## src/sv/fixed_step_frame_pacer_assert.svh

```systemverilog
// Assertion macros for the frame pacer.
// Included by the top level; needs nothing else.
`ifndef FIXED_STEP_FRAME_PACER_ASSERT_SVH
`define FIXED_STEP_FRAME_PACER_ASSERT_SVH

// Same-cycle implication under reset.
`define FSFP_ASSERT_IMP(label, clk, rst_n, ante, cons, msg) \
    label: assert property (@(posedge clk) disable iff (!rst_n) (ante) |-> (cons)) \
        else $error(msg);

// Next-cycle implication under reset.
`define FSFP_ASSERT_NXT(label, clk, rst_n, ante, cons, msg) \
    label: assert property (@(posedge clk) disable iff (!rst_n) (ante) |=> (cons)) \
        else $error(msg);

`endif

```

## src/sv/fsfp_pkg.sv

```systemverilog
// Package for the frame pacer: widths, constants, register codes and state type.
// No dependencies.
package fsfp_pkg;

    localparam int SAMPLES    = 16;
    localparam int SKIP_BOUND = 64;

    localparam int PERIOD_W = 30;
    localparam int SKIP_W   = 7;
    localparam int DELAY_W  = 30;
    localparam int RATE_W   = 24;
    localparam int ACC_W    = 31;
    localparam int STAMP_W  = 64;
    localparam int SAMPLE_W = 32;
    localparam int SUM_W    = SAMPLE_W + $clog2(SAMPLES);
    localparam int SUB_W    = SUM_W + 1;
    localparam int CFG_IDX_W  = 1;
    localparam int WIN_IDX_W  = $clog2(SAMPLES);

    localparam logic [STAMP_W-1:0]  CLAMP_NS     = 64'd100_000_000;
    localparam logic [DELAY_W-1:0]  MIN_DELAY_NS = 30'd500_000;
    localparam logic [PERIOD_W-1:0] PERIOD_RESET = 30'd16_666_666;
    localparam logic [SKIP_W-1:0]   SKIP_RESET   = 7'd5;
    localparam logic [SKIP_W-1:0]   SKIP_LIMIT   = SKIP_W'(SKIP_BOUND);
    localparam logic [RATE_W-1:0]   RATE_RESET   = 24'd15360;
    localparam logic [RATE_W-1:0]   RATE_MAX     = {RATE_W{1'b1}};
    localparam logic [SAMPLE_W-1:0] SAMPLE_MAX   = {SAMPLE_W{1'b1}};
    localparam logic [SAMPLE_W-1:0] SAMPLE_RESET = SAMPLE_W'(PERIOD_RESET);
    localparam logic [63:0]         SUM_RESET64  = 64'(SAMPLES) * 64'd16_666_666;
    localparam logic [SUM_W-1:0]    SUM_RESET    = SUM_RESET64[SUM_W-1:0];

    // 1e9 * SAMPLES * 256: dividend of the rate division
    localparam logic [63:0] RATE_NUM   = 64'd1_000_000_000 * 64'(SAMPLES) * 64'd256;
    localparam int          NUM_W      = $clog2(RATE_NUM + 64'd1);
    localparam int          DIV_CNT_W  = $clog2(NUM_W);
    localparam logic [DIV_CNT_W-1:0] DIV_LAST = DIV_CNT_W'(NUM_W - 1);

    localparam logic [CFG_IDX_W-1:0] CFG_PERIOD = 1'b0;
    localparam logic [CFG_IDX_W-1:0] CFG_SKIP   = 1'b1;

    typedef enum logic [2:0] {
        ST_IDLE,
        ST_STEP,
        ST_DLY,
        ST_DIV,
        ST_RATE,
        ST_DONE
    } fsfp_state_t;

endpackage

```

## src/sv/fsfp_if.sv

```systemverilog
// Handshake channels of the frame pacer: input word and result word.
// Depends on fsfp_pkg for field widths.
interface fsfp_item_if;
    logic                          valid;
    logic                          ready;
    logic                          op;
    logic [fsfp_pkg::STAMP_W-1:0]  now_ns;

    modport source (output valid, op, now_ns, input ready);
    modport sink   (input valid, op, now_ns, output ready);
endinterface

interface fsfp_result_if;
    logic                          valid;
    logic                          ready;
    logic [fsfp_pkg::SKIP_W-1:0]   updates;
    logic                          skip_limit_hit;
    logic [fsfp_pkg::DELAY_W-1:0]  delay_ns;
    logic [fsfp_pkg::RATE_W-1:0]   rate_q8;
    logic [fsfp_pkg::ACC_W-1:0]    accumulated_ns;

    modport source (output valid, updates, skip_limit_hit, delay_ns, rate_q8,
                    accumulated_ns, input ready);
    modport sink   (input valid, updates, skip_limit_hit, delay_ns, rate_q8,
                    accumulated_ns, output ready);
endinterface

```

## src/sv/fixed_step_frame_pacer.sv

```systemverilog
// Fixed-step frame pacer with a moving-average frame rate, top level.
// Depends on fsfp_pkg, fsfp_if.sv and fixed_step_frame_pacer_assert.svh.
//
// Takes one word at a time; ready is high only while the sequencer is idle.
// A begin-frame word is accepted, then runs one step per granted update plus
// a final check on the shared subtractor (updates capped by the skip register,
// clamped to SKIP_LIMIT), then the delay compare and the result hand-over.
// An end-frame word runs the 42-step restoring division of the rate on the
// same subtractor. The result sits in an output register, so the next word
// is taken while it waits. Configuration writes land at once; the period is
// read at every update step, the skip limit when a word is taken.
`include "fixed_step_frame_pacer_assert.svh"

module fixed_step_frame_pacer (
    input  logic                            clk,
    input  logic                            rst_n,
    input  logic                            cfg_we,
    input  logic [fsfp_pkg::CFG_IDX_W-1:0]  cfg_index,
    input  logic [fsfp_pkg::PERIOD_W-1:0]   cfg_data,
    fsfp_item_if.sink                       item,
    fsfp_result_if.source                   result
);
    import fsfp_pkg::*;

    fsfp_state_t            state_reg, state_next;
    logic [PERIOD_W-1:0]    period_reg;
    logic [SKIP_W-1:0]      skip_reg;
    logic [ACC_W-1:0]       acc_reg, acc_next;
    logic [STAMP_W-1:0]     stamp_reg, stamp_next;
    logic [SAMPLE_W-1:0]    win_reg [SAMPLES];
    logic                   win_shift;
    logic [SAMPLE_W-1:0]    sample;
    logic [SUM_W-1:0]       sum_reg, sum_next;
    logic [RATE_W-1:0]      rate_reg, rate_next;
    logic [SUB_W-1:0]       work_reg, work_next;
    logic [NUM_W-1:0]       quo_reg, quo_next;
    logic [SKIP_W-1:0]      cnt_reg, cnt_next;
    logic [SKIP_W-1:0]      limit_reg, limit_next;
    logic [DIV_CNT_W-1:0]   div_cnt_reg, div_cnt_next;
    logic                   hit_reg, hit_next;
    logic [DELAY_W-1:0]     delay_reg, delay_next;

    logic                   out_valid_reg, out_valid_next;
    logic [SKIP_W-1:0]      out_updates_reg, out_updates_next;
    logic                   out_hit_reg, out_hit_next;
    logic [DELAY_W-1:0]     out_delay_reg, out_delay_next;
    logic [RATE_W-1:0]      out_rate_reg, out_rate_next;
    logic [ACC_W-1:0]       out_acc_reg, out_acc_next;

    logic [STAMP_W-1:0]     elapsed;
    logic [ACC_W-1:0]       clamped;
    logic [SUB_W-1:0]       sub_a, sub_b;
    logic [SUB_W:0]         diff;
    logic                   borrow;

    assign item.ready            = (state_reg == ST_IDLE);
    assign result.valid          = out_valid_reg;
    assign result.updates        = out_updates_reg;
    assign result.skip_limit_hit = out_hit_reg;
    assign result.delay_ns       = out_delay_reg;
    assign result.rate_q8        = out_rate_reg;
    assign result.accumulated_ns = out_acc_reg;

    assign elapsed = item.now_ns - stamp_reg;
    assign clamped = (elapsed > CLAMP_NS) ? CLAMP_NS[ACC_W-1:0] : elapsed[ACC_W-1:0];
    assign sample  = (|elapsed[STAMP_W-1:SAMPLE_W]) ? SAMPLE_MAX : elapsed[SAMPLE_W-1:0];

    // shared subtractor
    always_comb
    begin
        case (state_reg)
            ST_STEP:
            begin
                sub_a = work_reg;
                sub_b = SUB_W'(period_reg);
            end
            ST_DLY:
            begin
                sub_a = SUB_W'(period_reg);
                sub_b = work_reg;
            end
            ST_DIV:
            begin
                sub_a = {work_reg[SUB_W-2:0], quo_reg[NUM_W-1]};
                sub_b = SUB_W'(sum_reg);
            end
            default:
            begin
                sub_a = work_reg;
                sub_b = '0;
            end
        endcase
    end

    assign diff   = {1'b0, sub_a} - {1'b0, sub_b};
    assign borrow = diff[SUB_W];

    always_comb
    begin
        state_next       = state_reg;
        acc_next         = acc_reg;
        stamp_next       = stamp_reg;
        sum_next         = sum_reg;
        rate_next        = rate_reg;
        work_next        = work_reg;
        quo_next         = quo_reg;
        cnt_next         = cnt_reg;
        limit_next       = limit_reg;
        div_cnt_next     = div_cnt_reg;
        hit_next         = hit_reg;
        delay_next       = delay_reg;
        win_shift        = 1'b0;
        out_valid_next   = out_valid_reg & ~result.ready;
        out_updates_next = out_updates_reg;
        out_hit_next     = out_hit_reg;
        out_delay_next   = out_delay_reg;
        out_rate_next    = out_rate_reg;
        out_acc_next     = out_acc_reg;

        case (state_reg)
            ST_IDLE:
            begin
                if (item.valid)
                begin
                    cnt_next   = '0;
                    hit_next   = 1'b0;
                    delay_next = '0;
                    if (!item.op)
                    begin
                        work_next  = SUB_W'(acc_reg) + SUB_W'(clamped);
                        stamp_next = item.now_ns;
                        limit_next = (skip_reg > SKIP_LIMIT) ? SKIP_LIMIT : skip_reg;
                        state_next = ST_STEP;
                    end
                    else
                    begin
                        win_shift    = 1'b1;
                        sum_next     = sum_reg - SUM_W'(win_reg[0]) + SUM_W'(sample);
                        work_next    = '0;
                        quo_next     = RATE_NUM[NUM_W-1:0];
                        div_cnt_next = '0;
                        state_next   = ST_DIV;
                    end
                end
            end
            ST_STEP:
            begin
                if (cnt_reg < limit_reg && !borrow)
                begin
                    work_next = diff[SUB_W-1:0];
                    cnt_next  = cnt_reg + SKIP_W'(1);
                end
                else
                begin
                    // limit reached: drop the remainder
                    if (cnt_reg >= limit_reg)
                    begin
                        hit_next  = 1'b1;
                        work_next = '0;
                    end
                    else
                    begin
                        work_next = SUB_W'(work_reg[ACC_W-1:0]);
                    end
                    state_next = ST_DLY;
                end
            end
            ST_DLY:
            begin
                if (!borrow && diff[SUB_W-1:0] != '0 && diff[DELAY_W-1:0] > MIN_DELAY_NS)
                begin
                    delay_next = diff[DELAY_W-1:0];
                end
                acc_next   = work_reg[ACC_W-1:0];
                state_next = ST_DONE;
            end
            ST_DIV:
            begin
                if (!borrow)
                begin
                    work_next = diff[SUB_W-1:0];
                end
                else
                begin
                    work_next = sub_a;
                end
                quo_next     = {quo_reg[NUM_W-2:0], ~borrow};
                div_cnt_next = div_cnt_reg + DIV_CNT_W'(1);
                if (div_cnt_reg == DIV_LAST)
                begin
                    state_next = ST_RATE;
                end
            end
            ST_RATE:
            begin
                if (sum_reg == '0 || |quo_reg[NUM_W-1:RATE_W])
                begin
                    rate_next = RATE_MAX;
                end
                else
                begin
                    rate_next = quo_reg[RATE_W-1:0];
                end
                state_next = ST_DONE;
            end
            ST_DONE:
            begin
                if (!out_valid_reg || result.ready)
                begin
                    out_valid_next   = 1'b1;
                    out_updates_next = cnt_reg;
                    out_hit_next     = hit_reg;
                    out_delay_next   = delay_reg;
                    out_rate_next    = rate_reg;
                    out_acc_next     = acc_reg;
                    state_next       = ST_IDLE;
                end
            end
            default:
            begin
                state_next = ST_IDLE;
            end
        endcase
    end

    always_ff @(posedge clk or negedge rst_n)
    begin
        if (!rst_n)
        begin
            state_reg <= ST_IDLE;
        end
        else
        begin
            state_reg <= state_next;
        end
    end

    always_ff @(posedge clk or negedge rst_n)
    begin
        if (!rst_n)
        begin
            period_reg    <= PERIOD_RESET;
            skip_reg      <= SKIP_RESET;
            acc_reg       <= '0;
            stamp_reg     <= '0;
            sum_reg       <= SUM_RESET;
            rate_reg      <= RATE_RESET;
            out_valid_reg <= 1'b0;
        end
        else
        begin
            if (cfg_we && cfg_index == CFG_PERIOD)
            begin
                period_reg <= cfg_data;
            end
            if (cfg_we && cfg_index == CFG_SKIP)
            begin
                skip_reg <= cfg_data[SKIP_W-1:0];
            end
            acc_reg       <= acc_next;
            stamp_reg     <= stamp_next;
            sum_reg       <= sum_next;
            rate_reg      <= rate_next;
            out_valid_reg <= out_valid_next;
        end
    end

    always_ff @(posedge clk or negedge rst_n)
    begin
        if (!rst_n)
        begin
            for (int i = 0; i < SAMPLES; i++)
            begin
                win_reg[i] <= SAMPLE_RESET;
            end
        end
        else if (win_shift)
        begin
            for (int i = 0; i < SAMPLES - 1; i++)
            begin
                win_reg[i] <= win_reg[i + 1];
            end
            win_reg[SAMPLES - 1] <= sample;
        end
    end

    always_ff @(posedge clk)
    begin
        work_reg        <= work_next;
        quo_reg         <= quo_next;
        cnt_reg         <= cnt_next;
        limit_reg       <= limit_next;
        div_cnt_reg     <= div_cnt_next;
        hit_reg         <= hit_next;
        delay_reg       <= delay_next;
        out_updates_reg <= out_updates_next;
        out_hit_reg     <= out_hit_next;
        out_delay_reg   <= out_delay_next;
        out_rate_reg    <= out_rate_next;
        out_acc_reg     <= out_acc_next;
    end

    `FSFP_ASSERT_NXT(a_div_done, clk, rst_n, state_reg == ST_DIV && div_cnt_reg == DIV_LAST, state_reg == ST_RATE, "divider did not finish on its last step")
    `FSFP_ASSERT_IMP(a_step_bound, clk, rst_n, state_reg == ST_STEP, cnt_reg <= limit_reg && limit_reg <= SKIP_LIMIT, "step count past its limit")
    `FSFP_ASSERT_IMP(a_hit_clears, clk, rst_n, result.valid && result.skip_limit_hit, result.accumulated_ns == '0, "limit hit without clearing the accumulator")
    `FSFP_ASSERT_IMP(a_delay_floor, clk, rst_n, result.valid && result.delay_ns != '0, result.delay_ns > MIN_DELAY_NS, "delay below floor")

endmodule
```

## src/flat_wrapper.sv

```systemverilog
// flat-port wrapper written by rule: the top's interface ports become plain ports
module fixed_step_frame_pacer_flat import fsfp_pkg::*;
  (clk, rst_n, cfg_we, cfg_index, cfg_data, item_valid, item_op, item_now_ns, item_ready, result_valid, result_updates, result_skip_limit_hit, result_delay_ns, result_rate_q8, result_accumulated_ns, result_ready);
  fsfp_item_if item_i ();
  fsfp_result_if result_i ();
  input  logic clk;
  input  logic rst_n;
  input  logic cfg_we;
  input  logic [fsfp_pkg::CFG_IDX_W-1:0] cfg_index;
  input  logic [fsfp_pkg::PERIOD_W-1:0] cfg_data;
  input wire logic [$bits(item_i.valid)-1:0] item_valid;
  input wire logic [$bits(item_i.op)-1:0] item_op;
  input wire logic [$bits(item_i.now_ns)-1:0] item_now_ns;
  output wire logic [$bits(item_i.ready)-1:0] item_ready;
  output wire logic [$bits(result_i.valid)-1:0] result_valid;
  output wire logic [$bits(result_i.updates)-1:0] result_updates;
  output wire logic [$bits(result_i.skip_limit_hit)-1:0] result_skip_limit_hit;
  output wire logic [$bits(result_i.delay_ns)-1:0] result_delay_ns;
  output wire logic [$bits(result_i.rate_q8)-1:0] result_rate_q8;
  output wire logic [$bits(result_i.accumulated_ns)-1:0] result_accumulated_ns;
  input wire logic [$bits(result_i.ready)-1:0] result_ready;
  assign item_i.valid = item_valid;
  assign item_i.op = item_op;
  assign item_i.now_ns = item_now_ns;
  assign item_ready = item_i.ready;
  assign result_valid = result_i.valid;
  assign result_updates = result_i.updates;
  assign result_skip_limit_hit = result_i.skip_limit_hit;
  assign result_delay_ns = result_i.delay_ns;
  assign result_rate_q8 = result_i.rate_q8;
  assign result_accumulated_ns = result_i.accumulated_ns;
  assign result_i.ready = result_ready;
  fixed_step_frame_pacer u_core (.clk(clk), .rst_n(rst_n), .cfg_we(cfg_we), .cfg_index(cfg_index), .cfg_data(cfg_data), .item(item_i), .result(result_i));
endmodule
```

## config.mk

```make
export PLATFORM = sky130hd
export DESIGN_NAME = fixed_step_frame_pacer_flat
export DESIGN_NICKNAME = d
export VERILOG_FILES = /design/src/sv/fsfp_pkg.sv /design/src/sv/fsfp_if.sv /design/src/sv/fixed_step_frame_pacer.sv /design/src/flat_wrapper.sv
export VERILOG_INCLUDE_DIRS = /design/src /design/src/sv
export SDC_FILE = /design/constraint.sdc
export NUM_CORES = 2
export LEC_CHECK = 0
export ABC_CLOCK_PERIOD_IN_PS = 8700
export BUFFER_PORTS_ARGS = -buffer_cell sky130_fd_sc_hd__buf_2
export CORE_ASPECT_RATIO = 0.9
export CORE_MARGIN = 4
export CORE_UTILIZATION = 56
export DETAILED_ROUTE_END_ITERATION = 7
export MAX_ROUTING_LAYER = met4
export PLACE_DENSITY_LB_ADDON = 0.25
export SLEW_MARGIN = 20
export SYNTH_ARGS = -nofsm -noshare
export SYNTH_HDL_FRONTEND = slang
export SYNTH_SLANG_ARGS = --single-unit
```

## constraint.sdc

```tcl
create_clock -name clk -period 8.7 [get_ports clk]
set_input_delay 0.435 -clock clk [delete_from_list [all_inputs] [get_ports clk]]
set_output_delay 0.435 -clock clk [all_outputs]
set_load 0.02 [all_outputs]
```

==> out/qor.csv <==
metric,value,unit
outcome,"complete, no violations",
starting density of the core,56.80,%
Slew Limit Fails,0,
"Distinct cells, synth",87,
max-cap violation count,0,
die width,314.0,microns
die span in y,283.4,microns
grt met1 use,41.04,%
vias in the first global route,35450,
largest net degree at the start of global routing,178,
All-Layer GR Usage,28.54,%
critical path peak fanout,69,
fin crit period,8293,ps
FF/Latch Area,0.02469,sq mm
share of layout cells above drive strength 1,13.96,%
Static Leakage,24.67,nW
final net count,5645,
Compound-Gate Fraction of Synth Area,11.30,%
min-delay worst type,input pin to flop,
post-synthesis mux area share,2.540,%
placed cell areas,0.04932,sq mm
final wirelength,123.8,mm
maximum clock rate,120.6,MHz
crit path kind,input pin to flop,
Place WS,163.6,ps
I/O pin count,196,
busiest grt layer,met2,
xor and xnor area share after synthesis,2.524,%
register area share after synthesis,52.32,%
mapped cell area,0.04719,sq mm
first-pass GRT wire length,198.0,mm
Worst EP required,9210,ps
largest family of logic cells by synthesized area,simple AND/OR/NAND/NOR gates,
gr ovfl total,0,
Root Driver,clkbuf_16,
Mapped Avg Cell Area,9.193,sq um
max reg flops,512,
cells after synthesis,5133,
YS warnings,0,
P per Cell Area,351.5,mW/mm^2
depth of the CTS H-tree,3,
total CTS buffers,94,
Synth Area in Simple Gates,21.50,%
number of iterations in the first detailed-routing pass,7,
routability-driven placement congestion ratio,0.9595,
CP max stage cell,dlygate4sd3_1,
crit path capture type,flop,
Worst path max stage delay,560,ps
Longest Clk Path Bufs,3,
Synth async-reset ratio,76.05,%
initial antenna violation count,4,
number of synthesized flops with an enable pin,223,
Critical Path Most Common Cell,o31ai_1,
num rows,100,
worst endpoint data arrival time,8810,ps
routed len/inst,18.95,microns
maximum VDD drop,0.0002477,V
M2 GR Usage,42.47,%
# fillers,6947,
dpl cells,6273,
vias,36900,
Worst setup SP type,input pin,
Slew HR,27.08,%
Adder-Cell Fraction of Synth Area,6.284,%
met3 GRT Util,4.505,%
clk_skew,27.79,ps
Final setup viols,0,
Post-synth top flop,dfrtp_1,
CTS tree,done,
Port Buffer Count,195,
HPWL after detailed placement,85.90,mm
Post-Layout Cell Count,6536,
final setup TNS,0,ps
post-layout instance area,0.05336,sq mm
synth-to-layout area growth,13.09,%
number of synthesized register bits,931,
area of the die,0.08898,sq mm
multi-input logic area,0.02095,sq mm
post-layout util,64.23,%
Routed Antenna Nets,0,
average vias per placed instance,5.646,
core area,0.08308,sq mm
Fin. Hold Viols,0,
actual slew at the worst max-slew pin,1084,ps
Worst-Skew Late Latency,680,ps
Post-route DRC,0,
RSZ-0062 raised after global routing,false,
clock-pin slew on the worst setup and hold paths,60,ps
worst setup margin,406.9,ps
final cycle utilization of the critical path,95.32,%
Sinks on Clock Net,931,
violation count after the first detailed-routing iteration,3675,
## critical path: cells and delay by family
kind,cells,cell delay (ps)
fa+ha+maj,4,1310
buf+inv,5,1110
xor+xnor,1,210
mux,1,310
compound gates,12,2960
simple gates,10,2450
## timing repair
item	4_1_cts	5_1_grt
hold buffers	78	1
setup buffers	0	2
resized for setup	0	6
hold endpoints to repair	137	1
endpoints found under the setup margin	0	5
## per-stage QoR
stage / hold WS [ps] / power [mW]
floorplan: 139.4 / 11.69
global placement: 403.1 / 14.33
detailed placement: 404.5 / 14.38
CTS: 0.4258 / 18.65
global route: 8.124 / 19.84
finish: 34.57 / 18.76
## synth_stat cells (all sizes together) (13+ instances only)
| cell type | instances | share of area (%) |
|---|---|---|
| nand2b | 27 | 0.36 |
| nand4 | 46 | 0.62 |
| inv | 172 | 1.4 |
| o21ai | 288 | 3.1 |
| a211oi | 16 | 0.28 |
| nor4 | 36 | 0.50 |
| o22ai | 17 | 0.23 |
| nor2b | 32 | 0.42 |
| o21a | 37 | 0.59 |
| a21oi | 182 | 1.9 |
| nand2 | 1835 | 15 |
| ha | 181 | 4.8 |
| a21o | 53 | 0.84 |
| buf | 28 | 0.29 |
| xnor2 | 76 | 1.4 |
| o22a | 25 | 0.46 |
| and3 | 50 | 0.66 |
| o31ai | 24 | 0.38 |
| nor3 | 62 | 0.67 |
| edfxtp | 223 | 14 |
| clkbuf | 234 | 1.9 |
| dfrtp | 486 | 26 |
| mux2 | 46 | 1.1 |
| dfstp | 222 | 12 |
| fa | 35 | 1.5 |
| a211o | 14 | 0.26 |
| a22oi | 18 | 0.29 |
| nand3 | 45 | 0.48 |
| o21bai | 28 | 0.45 |
| or2 | 21 | 0.28 |
| and2 | 26 | 0.34 |
| nor2 | 223 | 1.8 |
| xor2 | 60 | 1.1 |
| a31oi | 42 | 0.56 |
| o211ai | 14 | 0.22 |
| or3 | 13 | 0.18 |
| mux2i | 68 | 1.4 |
## metal layers
layer,up-vias,wire length [microns]
met2,1110,55820
met3,226,8134
met1,17870,56270
met5,-,0
li1,17700,-
met4,0,3616
## cell usage in the layout (no fill, tap or decap), types with 17 or more instances in the layout
master	Yosys	routed
nand2_1	1835	1833
nand2b_1	27	27
a21oi_1	182	182
fa_1	35	35
o21bai_1	28	28
o31ai_1	24	24
a22oi_1	18	18
o22a_1	25	25
nor2b_1	32	29
xor2_1	60	60
nor4_1	34	33
mux2i_1	68	68
nor3_1	61	59
clkbuf_1	234	26
mux2_2	45	45
xnor2_1	76	76
and2_1	26	26
edfxtp_1	223	223
buf_4	1	80
and3_1	50	49
dfrtp_1	486	485
nor2_1	223	221
a31oi_1	42	41
o21a_1	37	37
nand3_1	45	44
a21o_1	53	53
or2_2	20	20
dfstp_2	222	222
inv_1	172	172
clkbuf_16	0	95
buf_2	16	194
o22ai_1	17	17
dlygate4sd3_1	0	79
o21ai_0	281	280
ha_1	181	181
nand4_1	45	45
## layout make-up
cell class / instances / share of cell area (%)
flip-flops and latches: 931 / 46.28
clock buffers: 137 / 5.050
multi-input cells: 3770 / 39.27
repair buffers: 358 / 4.605
inverters: 173 / 1.217
clock inverters: 41 / 0.9378
well taps: 1122 / 2.631
diodes: 4 / 0.01876
## power by group
group / internal [mW] / total (mW) / switching [mW]
registers: 5.40 / 5.99 / 0.593
logic: 3.03 / 8.61 / 5.57
clock network: 2.41 / 4.16 / 1.75
total: 10.8 / 18.8 / 7.92
## final timing paths
path | from | to | slack (ps) | cells past startpoint
setup / recovery | item_now_ns[0] | u_core.sum_reg[34]$_DFFE_PN0P_ | 410 | 33
hold / removal | item_now_ns[10] | u_core.stamp_reg[10]$_DFFE_PN0P_ | 30 | 3
setup reg to reg | u_core.stamp_reg[1]$_DFFE_PN0P_ | u_core.sum_reg[34]$_DFFE_PN0P_ | 490 | 30
hold reg to reg | u_core.delay_reg[7]$_SDFFCE_PP0P_ | u_core.result.delay_ns[7]$_DFFE_PP_ | 420 | 0
max in group asynchronous | rst_n | u_core.win_reg[106]$_DFFE_PN0P_ | 6040 | 4
min in group asynchronous | rst_n | u_core.win_reg[233]$_DFFE_PN0P_ | 430 | 2
## kinds of logic after synthesis
logic type,after synthesis
and+or+nand+nor,2450
adders and majority gates,216
buffers and inverters,435
DFF,931
AOI/OAI and AO/OA,850
xor gates and xnor gates,136
muxes,114
other,1
Note: power is estimated with default switching activity, not from simulation.
